<file path="config.mk">
export PLATFORM = sky130hd
export DESIGN_NAME = find_char_outside_brackets
export DESIGN_NICKNAME = d
export VERILOG_FILES = /design/src/rtl/fcob_pkg.sv /design/src/rtl/fcob_cell.sv /design/src/rtl/fcob_stack.sv /design/src/rtl/find_char_outside_brackets.sv
export SDC_FILE = /design/constraint.sdc
export NUM_CORES = 1
export LEC_CHECK = 0
export BUFFER_PORTS_ARGS = -buffer_cell sky130_fd_sc_hd__buf_4
export CORE_UTILIZATION = 35
export DETAILED_ROUTE_END_ITERATION = 7
export GPL_ROUTABILITY_DRIVEN = 0
export GPL_TIMING_DRIVEN = 0
export HOLD_SLACK_MARGIN = 0.15
export PLACE_DENSITY = 0.57
export SYNTH_ARGS = -nofsm -noshare
export SYNTH_HDL_FRONTEND = slang
export SYNTH_SLANG_ARGS = --single-unit
</file>
<file path="constraint.sdc">
create_clock -name i_clk -period 4.8 [get_ports i_clk]
set_clock_uncertainty 0.1 [all_clocks]
set_input_delay 0.72 -clock i_clk [delete_from_list [all_inputs] [get_ports i_clk]]
set_output_delay 0.72 -clock i_clk [all_outputs]
set_load 0.05 [all_outputs]
</file>
<file path="src/rtl/fcob_pkg.sv">
// Shared constants and types for the bracket-aware character scanner.
package fcob_pkg;

    localparam int unsigned STACK_DEPTH = 32;
    localparam int unsigned MAX_LENGTH  = 65536;
    localparam int unsigned POS_W       = 16;
    localparam int unsigned CHAR_W      = 8;
    localparam int unsigned CFG_IDX_W   = 2;
    localparam int unsigned CFG_DATA_W  = 8;
    localparam int unsigned CNT_W       = 2;

    // Saturation point of the byte index
    localparam int unsigned POS_LIMIT_INT =
        ((MAX_LENGTH - 1) < 65535) ? (MAX_LENGTH - 1) : 65535;
    localparam logic [POS_W-1:0] POS_LIMIT = POS_W'(POS_LIMIT_INT);

    localparam logic [CHAR_W-1:0] CH_OPEN_PAREN  = 8'h28;
    localparam logic [CHAR_W-1:0] CH_CLOSE_PAREN = 8'h29;
    localparam logic [CHAR_W-1:0] CH_OPEN_BRACE  = 8'h7B;
    localparam logic [CHAR_W-1:0] CH_CLOSE_BRACE = 8'h7D;
    localparam logic [CHAR_W-1:0] CH_BACKSLASH   = 8'h5C;

    // Closer kind held in a stack cell
    localparam logic KIND_PAREN = 1'b0;
    localparam logic KIND_BRACE = 1'b1;

    typedef enum logic [CFG_IDX_W-1:0] {
        CFG_TARGET_A     = 2'd0,
        CFG_TARGET_B     = 2'd1,
        CFG_TARGET_C     = 2'd2,
        CFG_TARGET_COUNT = 2'd3
    } t_cfg_idx;

    typedef struct packed {
        logic push;
        logic pop;
        logic clear;
    } t_stk_ctrl;

    typedef struct packed {
        logic top_valid;
        logic top_kind;
        logic full;
    } t_stk_stat;

    typedef struct packed {
        logic valid;
        logic kind;
    } t_cell_link;

endpackage

</file>
<file path="src/rtl/fcob_cell.sv">
// One entry of the shifting closer stack.
module fcob_cell import fcob_pkg::*; (
    input  logic       i_clk,
    input  logic       i_rst_n,
    input  t_stk_ctrl  i_ctrl,
    input  t_cell_link i_upper,
    input  t_cell_link i_lower,
    output t_cell_link o_cell
);

    logic r_valid;
    logic r_kind;
    logic n_valid;
    logic n_kind;

    always_comb begin
        n_valid = r_valid;
        n_kind  = r_kind;
        if (i_ctrl.clear) begin
            n_valid = 1'b0;
        end else if (i_ctrl.push) begin
            n_valid = i_upper.valid;
            n_kind  = i_upper.kind;
        end else if (i_ctrl.pop) begin
            n_valid = i_lower.valid;
            n_kind  = i_lower.kind;
        end
    end

    always_ff @(posedge i_clk) begin
        if (!i_rst_n) begin
            r_valid <= 1'b0;
        end else begin
            r_valid <= n_valid;
        end
    end

    always_ff @(posedge i_clk) begin
        r_kind <= n_kind;
    end

    assign o_cell.valid = r_valid;
    assign o_cell.kind  = r_kind;

endmodule

</file>
<file path="src/rtl/fcob_stack.sv">
// Row of stack cells; the top of stack is cell zero.
module fcob_stack import fcob_pkg::*; (
    input  logic      i_clk,
    input  logic      i_rst_n,
    input  t_stk_ctrl i_ctrl,
    input  logic      i_kind,
    output t_stk_stat o_stat
);

    t_cell_link             w_cell  [STACK_DEPTH];
    t_cell_link             w_upper [STACK_DEPTH];
    t_cell_link             w_lower [STACK_DEPTH];
    logic [STACK_DEPTH-1:0] w_valid;

    for (genvar g = 0; g < STACK_DEPTH; g++) begin : g_cell
        if (g == 0) begin : g_top
            assign w_upper[g] = '{valid: 1'b1, kind: i_kind};
        end else begin : g_mid
            assign w_upper[g] = w_cell[g-1];
        end
        if (g == STACK_DEPTH - 1) begin : g_bot
            assign w_lower[g] = '{valid: 1'b0, kind: KIND_PAREN};
        end else begin : g_up
            assign w_lower[g] = w_cell[g+1];
        end

        fcob_cell u_cell (
            .i_clk   (i_clk),
            .i_rst_n (i_rst_n),
            .i_ctrl  (i_ctrl),
            .i_upper (w_upper[g]),
            .i_lower (w_lower[g]),
            .o_cell  (w_cell[g])
        );

        assign w_valid[g] = w_cell[g].valid;
    end

    assign o_stat.top_valid = w_cell[0].valid;
    assign o_stat.top_kind  = w_cell[0].kind;
    assign o_stat.full      = w_cell[STACK_DEPTH-1].valid;

    // Occupied cells form an unbroken run from the top
    a_thermo: assert property (@(posedge i_clk) disable iff (!i_rst_n)
        ((w_valid >> 1) & ~w_valid) == '0)
        else $error("stack cells not contiguous");

    a_no_push_full: assert property (@(posedge i_clk) disable iff (!i_rst_n)
        i_ctrl.push && !i_ctrl.clear |-> !o_stat.full)
        else $error("push onto full stack");

    a_no_pop_empty: assert property (@(posedge i_clk) disable iff (!i_rst_n)
        i_ctrl.pop && !i_ctrl.clear |-> o_stat.top_valid)
        else $error("pop from empty stack");

endmodule

</file>
<file path="src/rtl/find_char_outside_brackets.sv">
// Top level: scans a byte stream for a target character outside brackets.
//
//  channel   direction  handshake            payload
//  input     in         i_valid / o_stall    i_char_in, i_last_char
//  result    out        o_valid / i_stall    o_found, o_position, o_overflowed
//  config    in         i_cfg_we             i_cfg_index, i_cfg_data
//
// One byte per clock unless stalled; stack top and escape flag are registered.
// A result is in the output register in the cycle after the byte that causes it.
// Input stalls only while a result waits and the sink stalls.
// Reset is synchronous and clears the stack, the per-string state and the targets.
module find_char_outside_brackets import fcob_pkg::*; (
    input  logic                 i_clk,
    input  logic                 i_rst_n,
    input  logic                 i_valid,
    input  logic [CHAR_W-1:0]    i_char_in,
    input  logic                 i_last_char,
    output logic                 o_stall,
    output logic                 o_valid,
    output logic                 o_found,
    output logic [POS_W-1:0]     o_position,
    output logic                 o_overflowed,
    input  logic                 i_stall,
    input  logic                 i_cfg_we,
    input  logic [CFG_IDX_W-1:0] i_cfg_index,
    input  logic [CFG_DATA_W-1:0] i_cfg_data
);

    logic [CHAR_W-1:0] r_target_a;
    logic [CHAR_W-1:0] r_target_b;
    logic [CHAR_W-1:0] r_target_c;
    logic [CNT_W-1:0]  r_target_count;

    logic              r_esc;
    logic [POS_W-1:0]  r_idx;
    logic              r_reported;
    logic              r_ovf;

    logic              r_out_valid;
    logic              r_out_found;
    logic [POS_W-1:0]  r_out_pos;
    logic              r_out_ovf;

    logic              w_acc;
    logic              w_is_target;
    logic              w_hit;
    logic              w_scan;
    logic              w_open;
    logic              w_close;
    logic              w_kind;
    logic              w_push_req;
    logic              w_ovf_new;
    t_stk_ctrl         w_ctrl;
    t_stk_stat         w_stat;

    assign o_stall = r_out_valid & i_stall;
    assign w_acc   = i_valid & ~o_stall;

    always_comb begin
        w_is_target = (i_char_in == r_target_a)
                    | (r_target_count[1] & (i_char_in == r_target_b))
                    | ((r_target_count == 2'd3) & (i_char_in == r_target_c));
    end

    assign w_hit  = ~r_reported & w_is_target & ~w_stat.top_valid & ~r_esc;
    assign w_scan = ~r_reported & ~w_hit;

    assign w_open  = (i_char_in == CH_OPEN_PAREN) | (i_char_in == CH_OPEN_BRACE);
    assign w_close = (i_char_in == CH_CLOSE_PAREN) | (i_char_in == CH_CLOSE_BRACE);
    assign w_kind  = ((i_char_in == CH_OPEN_BRACE) | (i_char_in == CH_CLOSE_BRACE))
                   ? KIND_BRACE : KIND_PAREN;

    assign w_push_req   = w_acc & w_scan & w_open;
    assign w_ctrl.push  = w_push_req & ~w_stat.full;
    assign w_ctrl.pop   = w_acc & w_scan & w_close & w_stat.top_valid
                        & (w_stat.top_kind == w_kind);
    assign w_ctrl.clear = w_acc & i_last_char;
    assign w_ovf_new    = r_ovf | (w_push_req & w_stat.full);

    fcob_stack u_stack (
        .i_clk   (i_clk),
        .i_rst_n (i_rst_n),
        .i_ctrl  (w_ctrl),
        .i_kind  (w_kind),
        .o_stat  (w_stat)
    );

    always_ff @(posedge i_clk) begin
        if (!i_rst_n) begin
            r_target_a     <= '0;
            r_target_b     <= '0;
            r_target_c     <= '0;
            r_target_count <= CNT_W'(1);
        end else if (i_cfg_we) begin
            unique case (t_cfg_idx'(i_cfg_index))
                CFG_TARGET_A:     r_target_a     <= i_cfg_data;
                CFG_TARGET_B:     r_target_b     <= i_cfg_data;
                CFG_TARGET_C:     r_target_c     <= i_cfg_data;
                CFG_TARGET_COUNT: r_target_count <= i_cfg_data[CNT_W-1:0];
                default: ;
            endcase
        end
    end

    // Per-string scan state
    always_ff @(posedge i_clk) begin
        if (!i_rst_n) begin
            r_esc      <= 1'b0;
            r_idx      <= '0;
            r_reported <= 1'b0;
            r_ovf      <= 1'b0;
        end else if (w_acc) begin
            if (i_last_char) begin
                r_esc      <= 1'b0;
                r_idx      <= '0;
                r_reported <= 1'b0;
                r_ovf      <= 1'b0;
            end else if (w_hit) begin
                r_reported <= 1'b1;
            end else if (w_scan) begin
                r_esc <= (i_char_in == CH_BACKSLASH) & ~r_esc;
                r_ovf <= w_ovf_new;
                if (r_idx < POS_LIMIT) begin
                    r_idx <= r_idx + POS_W'(1);
                end
            end
        end
    end

    // Output register; hold while the sink stalls
    always_ff @(posedge i_clk) begin
        if (!i_rst_n) begin
            r_out_valid <= 1'b0;
        end else if (w_acc & (w_hit | (w_scan & i_last_char))) begin
            r_out_valid <= 1'b1;
        end else if (!i_stall) begin
            r_out_valid <= 1'b0;
        end
    end

    always_ff @(posedge i_clk) begin
        if (w_acc & (w_hit | (w_scan & i_last_char))) begin
            r_out_found <= w_hit;
            r_out_pos   <= w_hit ? r_idx : '0;
            r_out_ovf   <= w_hit ? r_ovf : w_ovf_new;
        end
    end

    assign o_valid      = r_out_valid;
    assign o_found      = r_out_found;
    assign o_position   = r_out_pos;
    assign o_overflowed = r_out_ovf;

    a_end_clears: assert property (@(posedge i_clk) disable iff (!i_rst_n)
        w_acc && i_last_char |=> !w_stat.top_valid && !r_esc && r_idx == '0 && !r_reported)
        else $error("string state not cleared at end of string");

    a_hit_sticks: assert property (@(posedge i_clk) disable iff (!i_rst_n)
        w_acc && w_hit && !i_last_char |=> r_reported && o_valid && o_found)
        else $error("hit not recorded");

    a_notfound_pos: assert property (@(posedge i_clk) disable iff (!i_rst_n)
        o_valid && !o_found |-> o_position == '0)
        else $error("not-found result with nonzero position");

    a_no_new_while_held: assert property (@(posedge i_clk) disable iff (!i_rst_n)
        o_valid && i_stall |-> !w_acc)
        else $error("input taken while result held");

endmodule
</file>
==> metrics.md, run 1 <==
| Metric | Value |
|---|---|
| Status | `complete, no violations` |
| Diodes inserted | `0` |
| Slew Limit Fails | `0` |
| CTS buffer count | `17` |
| Slew margin rel. | `0.4249` |
| Fill cell count | `approximately 1600` |
| Initial Util | `0.3580` |
| DR vias | `between 4000 and 5000` |
| Post-synth top area share | `0.2630` |
| Die Span Y | `about 130 um` |
| Non-filler cells, final | `just over 800` |
| CP Capture Type | `flop` |
| Mapped Avg Cell Area | `~11 sq um` |
| First-pass GRT wire length | `21180 um` |
| Leak pwr | `~2.8 nW` |
| DIE AREA | `~17000 sq um` |
| Final WS setup | `approximately 1.6 ns` |
| HP Class | `flop to flop` |
| Overflow after GRT | `0` |
| Core Region | `16580 sq um` |
| Area grow syn2layout | `18.78%` |
| Ports | `between 40 and 50` |
| Setup CP Type | `input pin to flop` |
| CP cell instances | `buf_2 > nand2_1 > or4_4 > xnor2_1 > nor3b_1 > a21o_1 > and4_2` |
| Crit-path leading delay family | `simple AND/OR/NAND/NOR gates` |
| PortBufs | `33` |
| DRT Wirelength | `about 12000 um` |
| Worst path max stage delay | `about 0.76 ns` |
| Worst slack, placed | `around 0.74 ns` |
| Peak VDD IR | `about 0.22 mV` |
| CTS max path bufs | `2` |
| Largest area contributor in the netlist | `dfxtp_1` |
| Int Pwr | `0.001970 W` |
| Fmax | `between 0.3 and 0.4 GHz` |
| Unrepaired setup endpoints after global routing | `false` |
| Sw frac | `0.2183` |
| Fin crit period | `around 3.2 ns` |
| Total number of H-tree levels | `4` |
| Mapped Cells | `about 530` |
| Sw Pwr | `around 0.00055 W` |
| GRT Overall Usage | `0.1519` |
| Post-CTS Hold Buffers | `0` |
| Residual DRC | `0` |
| Final core utilization | `0.4252` |
| Crit Path Max Fanout | `32` |
| Crit share post-route | `0.6669` |
| Post-CTS setup buffer count | `0` |
| Largest net degree at the start of global routing | `33` |
| Netlist cell types | `just under 50` |
| Setup Viol. Count Final | `0` |
| Max Cap Violations | `0` |
| Dpl cells | `779` |
| Most used DFF post-synth | `dfxtp_1` |
| Initial antenna violation count | `0` |
| Worst slew pin tran | `around 0.86 ns` |
| Ys async rst share | `0` |
| Vias in the first global route | `around 4200` |
| CP startpoint kind | `input pin` |
| Root buffer cell | `clkbuf_16` |
| WL/cell | `15.31 um` |
| Synth area leaders | `dfxtp_1, edfxtp_1, mux2i_1` |
| WP data required | `~4.7 ns` |
| Seq pwr share | `0.456` |
| Vias/cell | `about 5.1` |
| Row Count | `47` |
| DRT Pass-1 Iters | `6` |
| Clk pwr share | `0.484` |
| Overall die width | `between 100 and 150 um` |
| Ys Warns | `0` |
| Post-synthesis register bit count | `between 100 and 150` |
| Clk sink count | `around 130` |
| Nets@finish | `around 600` |
| Mapped cell area | `5937 sq um` |
| Final total power | `about 0.0025 W` |
| Placed instance area | `6479 sq um` |
| Crit path arrival time | `~3.1 ns` |
| Worst skew pair latency | `0.42 ns` |
| Post-synth EDFFs | `50` |
| Clock slew at the register clock pins of the worst setup and hold paths | `0.05 ns` |
| Layout cell share with drive strength beyond 1 | `0.1980` |
| Post-route cell area | `about 7100 sq um` |
| Syn nets | `550` |
| CTS tree | `yes` |
| Final hold vios | `0` |
| Logic gate share of total power | `0.061` |
| DPL Wire Length | `~8500 um` |
| Final ANT Viol Nets | `0` |
| CP bufs+invs | `1` |
| Seq/Total Area, Yosys | `0.5159` |
| Cell Pwr Density | `357.5 nW/um^2` |
| DR iter-0 viols | `about 270` |
| Slowest-stage cell, CP | `and4_2` |
| Post-CTS Resized | `0` |
-- Yosys cell counts, drive strengths merged (6+ instances only) --
cell type	count
mux2i	35
o31ai	9
xnor2	10
nor3	6
edfxtp	50
mux2	29
a21oi	9
nand3	14
inv	9
nand2b	10
and3	23
a211oi	8
nand4	8
nor2b	26
nand2	26
nor2	22
buf	19
xor2	16
dfxtp	78
a221o	23
and2	26
o21ai	9
o2111ai	13
clkbuf	16
-- final cells by class --
cell class	count	area, sq um	area share
Sequential cell	128	3063	0.4344
Multi-Input combinational cell	353	2655	0.3765
Clock buffer	28	549.3	0.07789
Tap cell	220	275.3	0.03903
Timing Repair Buffer	34	262.8	0.03726
Buffer	35	190.2	0.02697
Inverter	9	33.78	0.004791
Clock inverter	4	22.52	0.003194
-- layer usage --
metal / share of wire / vias up / global-route usage
met1: 0.50 / 2007 / 0.2034
met5: 0 / - / 0
met4: 0.012 / 0 / 0.07407
met3: 0.029 / 10 / 0.03576
met2: 0.46 / 70 / 0.2305
li1: - / 2051 / -
-- power groups by stage --
stage          registers (W)  logic (W)  clock network (W)
6_report             0.00115   0.000153            0.00122
2_1_floorplan        0.00119  0.0000876                  0
4_1_cts              0.00115   0.000154            0.00125
5_1_grt              0.00115   0.000168            0.00129
3_5_place_dp         0.00117   0.000153                  0
3_3_place_gp         0.00117   0.000149                  0
-- worst min-delay path, stage by stage (launching register included) --
cell and delay [ns]:
dfxtp_1 0.29, inv_1 0.06, a21oi_1 0.05
-- stage by stage --
step	setup TNS (ns)	hold slack (ns)
5_1_grt	0	0.3857
6_report	0	0.3523
3_5_place_dp	0	0.3465
2_1_floorplan	0	0.3313
3_3_place_gp	-0.1576	0.3407
4_1_cts	0	0.3548
-- flip-flops by register name, indices dropped and copies added (netlist names) --
register	count
r_target_b	8
o_position	16
u_stack.g_cell.u_cell.r_valid	32
o_overflowed	1
u_stack.g_cell.u_cell.r_kind	32
r_idx	16
r_target_c	8
r_target_count	2
r_reported	1
o_found	1
r_esc	1
r_target_a	8
o_valid	1
r_ovf	1
-- placed cells by master (no fill, tap or decap), types with 8 or more instances in the layout --
cell	instances
buf_4	38
xnor2_1	10
o31ai_1	9
buf_2	8
nor2_1	21
a221o_1	23
nand3_1	14
clkbuf_16	19
mux2_4	12
a21oi_1	9
and3_1	23
clkbuf_1	21
nor2b_1	26
edfxtp_1	50
dfxtp_1	78
and2_1	26
inv_1	9
mux2i_1	35
xor2_1	16
mux2_2	17
o2111ai_1	12
nand2_1	26
o21ai_0	8
nand4_1	8
nand2b_1	10
-- path summary, 6_finish.rpt --
check	from	to	slack, ns	depth (start not counted)
worst min-delay path	r_ovf	r_ovf	0.35	2
worst min register to register	r_ovf	r_ovf	0.35	2
worst max register to register	r_target_b[0]	u_stack.g_cell[24].u_cell.r_kind	2.08	6
worst max-delay path	i_char_in[3]	u_stack.g_cell[24].u_cell.r_kind	1.60	7
-- cells by family after synthesis --
logic type / count (synthesis) / synth area share
AND/OR/NAND/NOR: 179 / 0.1697
buffers and inverters: 44 / 0.03772
multiplexers: 64 / 0.1216
XOR/XNOR: 26 / 0.03835
flip-flops: 128 / 0.5159
adder cells (fa/ha/maj): 1 / 0.002107
AO/OA/AOI/OAI: 83 / 0.1146
Note: power is estimated with default switching activity, not from simulation.
==> inputs of run 2 (changes only) <==
--- a/config.mk
+++ b/config.mk
@@ -5,13 +5,14 @@
 export SDC_FILE = /design/constraint.sdc
 export NUM_CORES = 1
 export LEC_CHECK = 0
+export ABC_AREA = 1
 export BUFFER_PORTS_ARGS = -buffer_cell sky130_fd_sc_hd__buf_4
 export CORE_UTILIZATION = 35
 export DETAILED_ROUTE_END_ITERATION = 7
 export GPL_ROUTABILITY_DRIVEN = 0
 export GPL_TIMING_DRIVEN = 0
 export HOLD_SLACK_MARGIN = 0.15
-export PLACE_DENSITY = 0.57
+export PLACE_DENSITY = 0.59
 export SYNTH_ARGS = -nofsm -noshare
 export SYNTH_HDL_FRONTEND = slang
 export SYNTH_SLANG_ARGS = --single-unit
==> constraint.sdc (replaced) <==
create_clock -name i_clk -period 2.7 [get_ports i_clk]
set_clock_uncertainty 0.1 [all_clocks]
set_input_delay 0.405 -clock i_clk [delete_from_list [all_inputs] [get_ports i_clk]]
set_output_delay 0.405 -clock i_clk [all_outputs]
set_load 0.05 [all_outputs]
==> run 2 against run 1 <==
  * Register-to-register slack worse by 1.9 ns
  * Total power up 90%
  * Clock power up 95%
  * Via count up 35%
  * Synthesized cell count up 60%
  * Setup slack worse by 1.4 ns
  * Design area up 13%
  * Highest routed layer unchanged
==> metrics.md, run 2 <==
| Metric | Value |
|---|---|
| Status | `complete, no violations` |
| Dpl cells | `1110 (+42%)` |
| Initial antenna violation count | `0 (unchanged)` |
| DPL Wire Length | `10280 um (+20%)` |
| Largest net degree at the start of global routing | `17 (-48%)` |
| Setup Viol. Count Final | `0 (unchanged)` |
| Worst slew pin tran | `0.8334 ns (-0.02276 ns)` |
| Biggest regs | `u_stack.g_cell.u_cell.r_kind x32, u_stack.g_cell.u_cell.r_valid x32` |
| Area grow syn2layout | `20.07%` |
| Die Span Y | `139.9 um (+5.8%)` |
| CP startpoint kind | `flop` |
| Vias in the first global route | `5301 (+26%)` |
| Core Region | `18640 sq um (+12%)` |
| Vias/cell | `4.842 (-5.1%)` |
| Largest area contributor in the netlist | `dfxtp_1` |
| Most used DFF post-synth | `dfxtp_1` |
| Setup CP Type | `flop to flop` |
| GRT Overall Usage | `0.1672 (+0.01533)` |
| Worst hold path cell count | `3 (+1)` |
| R2R depth | `7 (+1)` |
| CTS max path bufs | `2 (unchanged)` |
| Total number of H-tree levels | `4 (unchanged)` |
| Commonest non-fill, non-tap cell in the layout | `nand2_1` |
| Fin crit period | `around 2.5 ns` |
| Final core utilization | `0.4284 (+0.003159)` |
| Fill cell count | `1899 (+18%)` |
| Row Count | `50 (+6.4%)` |
| Seq/Total Area, Yosys | `0.4605 (-0.05541)` |
| Post-synth EDFFs | `50 (unchanged)` |
| Top cells by count, synth | `nand2_1, nor2_1, inv_1, dfxtp_1, edfxtp_1` |
| Final WS setup | `0.2218 ns (-1.377 ns)` |
| Nets@finish | `931 (+54%)` |
| WL/cell | `13.15 um (-14%)` |
| Most common cell in the netlist | `nand2_1` |
| Layout cell share with drive strength beyond 1 | `0.1882 (-0.009721)` |
| CTS tree | `yes` |
| Slew margin rel. | `0.4402 (+0.01529)` |
| Overall die width | `139.9 um (+5.8%)` |
| Most frequent cells in the layout | `nand2_1, nor2_1, inv_1` |
| Final ANT Viol Nets | `0 (unchanged)` |
| Post-synthesis register bit count | `128 (unchanged)` |
| HP Class | `input pin to flop` |
| Worst slack, placed | `-0.4684 ns (-1.210 ns)` |
| Netlist cell types | `38 (-22%)` |
| Residual DRC | `0 (unchanged)` |
| Syn nets | `863 (+57%)` |
| Non-filler cells, final | `1153 (+42%)` |
| DRT Pass-1 Iters | `4 (-2)` |
| Ys Warns | `0 (unchanged)` |
| DIE AREA | `19560 sq um (+12%)` |
| Crit Path Max Fanout | `10 (-69%)` |
| CTS buffer count | `17 (unchanged)` |
| WP data required | `2.88 ns (-1.86 ns)` |
| Leak pwr | `3.199 nW (+13%)` |
| Overflow after GRT | `0 (unchanged)` |
| Setup TNS Final | `0 ns (unchanged)` |
| Ys async rst share | `0 (unchanged)` |
| Root buffer cell | `clkbuf_16` |
| Clk sink count | `128 (unchanged)` |
| Mapped cell area | `6651 sq um (+12%)` |
| Post-synth top area share | `0.2348 (-0.02825)` |
| Fmax | `roughly 0.40 GHz` |
| CP Capture Type | `flop` |
| WHS | `0.2331 ns (-0.1192 ns)` |
| Unrepaired setup endpoints after global routing | `false` |
| Peak VDD IR | `0.5620 mV (+160%)` |
| Initial Util | `0.3568 (-0.001227)` |
| Slew Limit Fails | `0 (unchanged)` |
| DR iter-0 viols | `351 (+32%)` |
| Max Cap Violations | `0 (unchanged)` |
| DR vias | `5583 (+35%)` |
| PortBufs | `37 (+12%)` |
| Synth area leaders | `dfxtp_1, edfxtp_1, nand2_1` |
| Mapped Cells | `838 (+60%)` |
| Mapped Avg Cell Area | `7.937 sq um (-30%)` |
| Cell Pwr Density | `598.6 nW/um^2 (+67%)` |
| Clock slew at the register clock pins of the worst setup and hold paths | `0.06 ns (about the same)` |
| Crit path arrival time | `2.65 ns (-0.49 ns)` |
| Final hold vios | `0 (unchanged)` |
| Worst skew pair latency | `0.42 ns (about the same)` |
| Ports | `44 (unchanged)` |
| DRT Wirelength | `15160 um (+22%)` |
| Crit share post-route | `0.9178` |
| Diodes inserted | `0 (unchanged)` |
| First-pass GRT wire length | `25950 um (+23%)` |
[run 2: cell types whose count changed after synthesis, moves of 32 or more]
cell	change
nand2_1	+184
nor2_1	+97
inv_1	+70
mux2i_1	-35
o21ai_0	+32
[run 2: final timing paths]
path / start / endpoint / slack [ns]
worst max-delay path: o_valid / u_stack.g_cell[16].u_cell.r_valid / 0.22
worst min register to register: r_ovf / r_ovf / 0.35
worst max register to register: o_valid / u_stack.g_cell[16].u_cell.r_valid / 0.22
worst min-delay path: i_valid / r_reported / 0.23
[run 2: critical path: stages, from the launching register on]
cell and delay (ns):
dfxtp_1 0.31, nand2_1 0.11, nand2_1 0.11, nor2_1 0.49, inv_1 0.22, nand2_1 0.33, clkbuf_1 0.62, a21oi_2 0.05
[run 2: power by group]
group	total [W]	leakage (nW)	switching (W)	internal, W
sequential	0.00207	1.10	0.0000274	0.00204
clock	0.00238	0.295	0.000849	0.00153
combinational	0.000335	1.81	0.000218	0.000117
total	0.00478	3.20	0.00109	0.00369
[run 2: layer usage]
metal | up-vias | GRT usage | part of all wire
li1 | 2855 | - | -
met4 | 0 | 0.06304 | 0.015
met2 | 109 | 0.2684 | 0.46
met1 | 2604 | 0.2179 | 0.49
met5 | - | 0 | 0
met3 | 15 | 0.03923 | 0.043
[run 2: kinds of logic after synthesis]
group | Yosys count | synth area share
compound gates | 99 | 0.08747
xor+xnor | 25 | 0.03292
fa+ha+maj | 1 | 0.001881
buf+inv | 134 | 0.09424
flops | 128 | 0.4605
simple gates | 451 | 0.3230
[run 2: final cells by class]
type,count,area [sq um],area share
Sequential cell,128,3063,0.3835
Multi-Input combinational cell,577,2993,0.3747
Clock buffer,19,432.9,0.05421
Timing Repair Buffer,48,409.1,0.05123
Inverter,91,344.1,0.04308
Tap cell,234,292.8,0.03666
Buffer,43,282.8,0.03541
Clock inverter,13,168.9,0.02115
[run 2: what timing repair did]
item,CTS,global route
setup buffers,0,2
gates cloned,1,0
endpoints found under the setup margin,32,32
hold buffers,8,0
endpoints found under the hold margin,22,0
gates resized for setup,1,0
pin swaps,1,2
[run 2: through the flow]
| step | power (W) | area (sq um) |
|---|---|---|
| after CTS | 0.004824 | 7946 |
| after global routing | 0.004954 | 7986 |
| after global placement | 0.002428 | 7233 |
| after detailed placement | 0.002433 | 7248 |
| final | 0.004780 | 7986 |
| after floorplan | 0.002328 | 6663 |
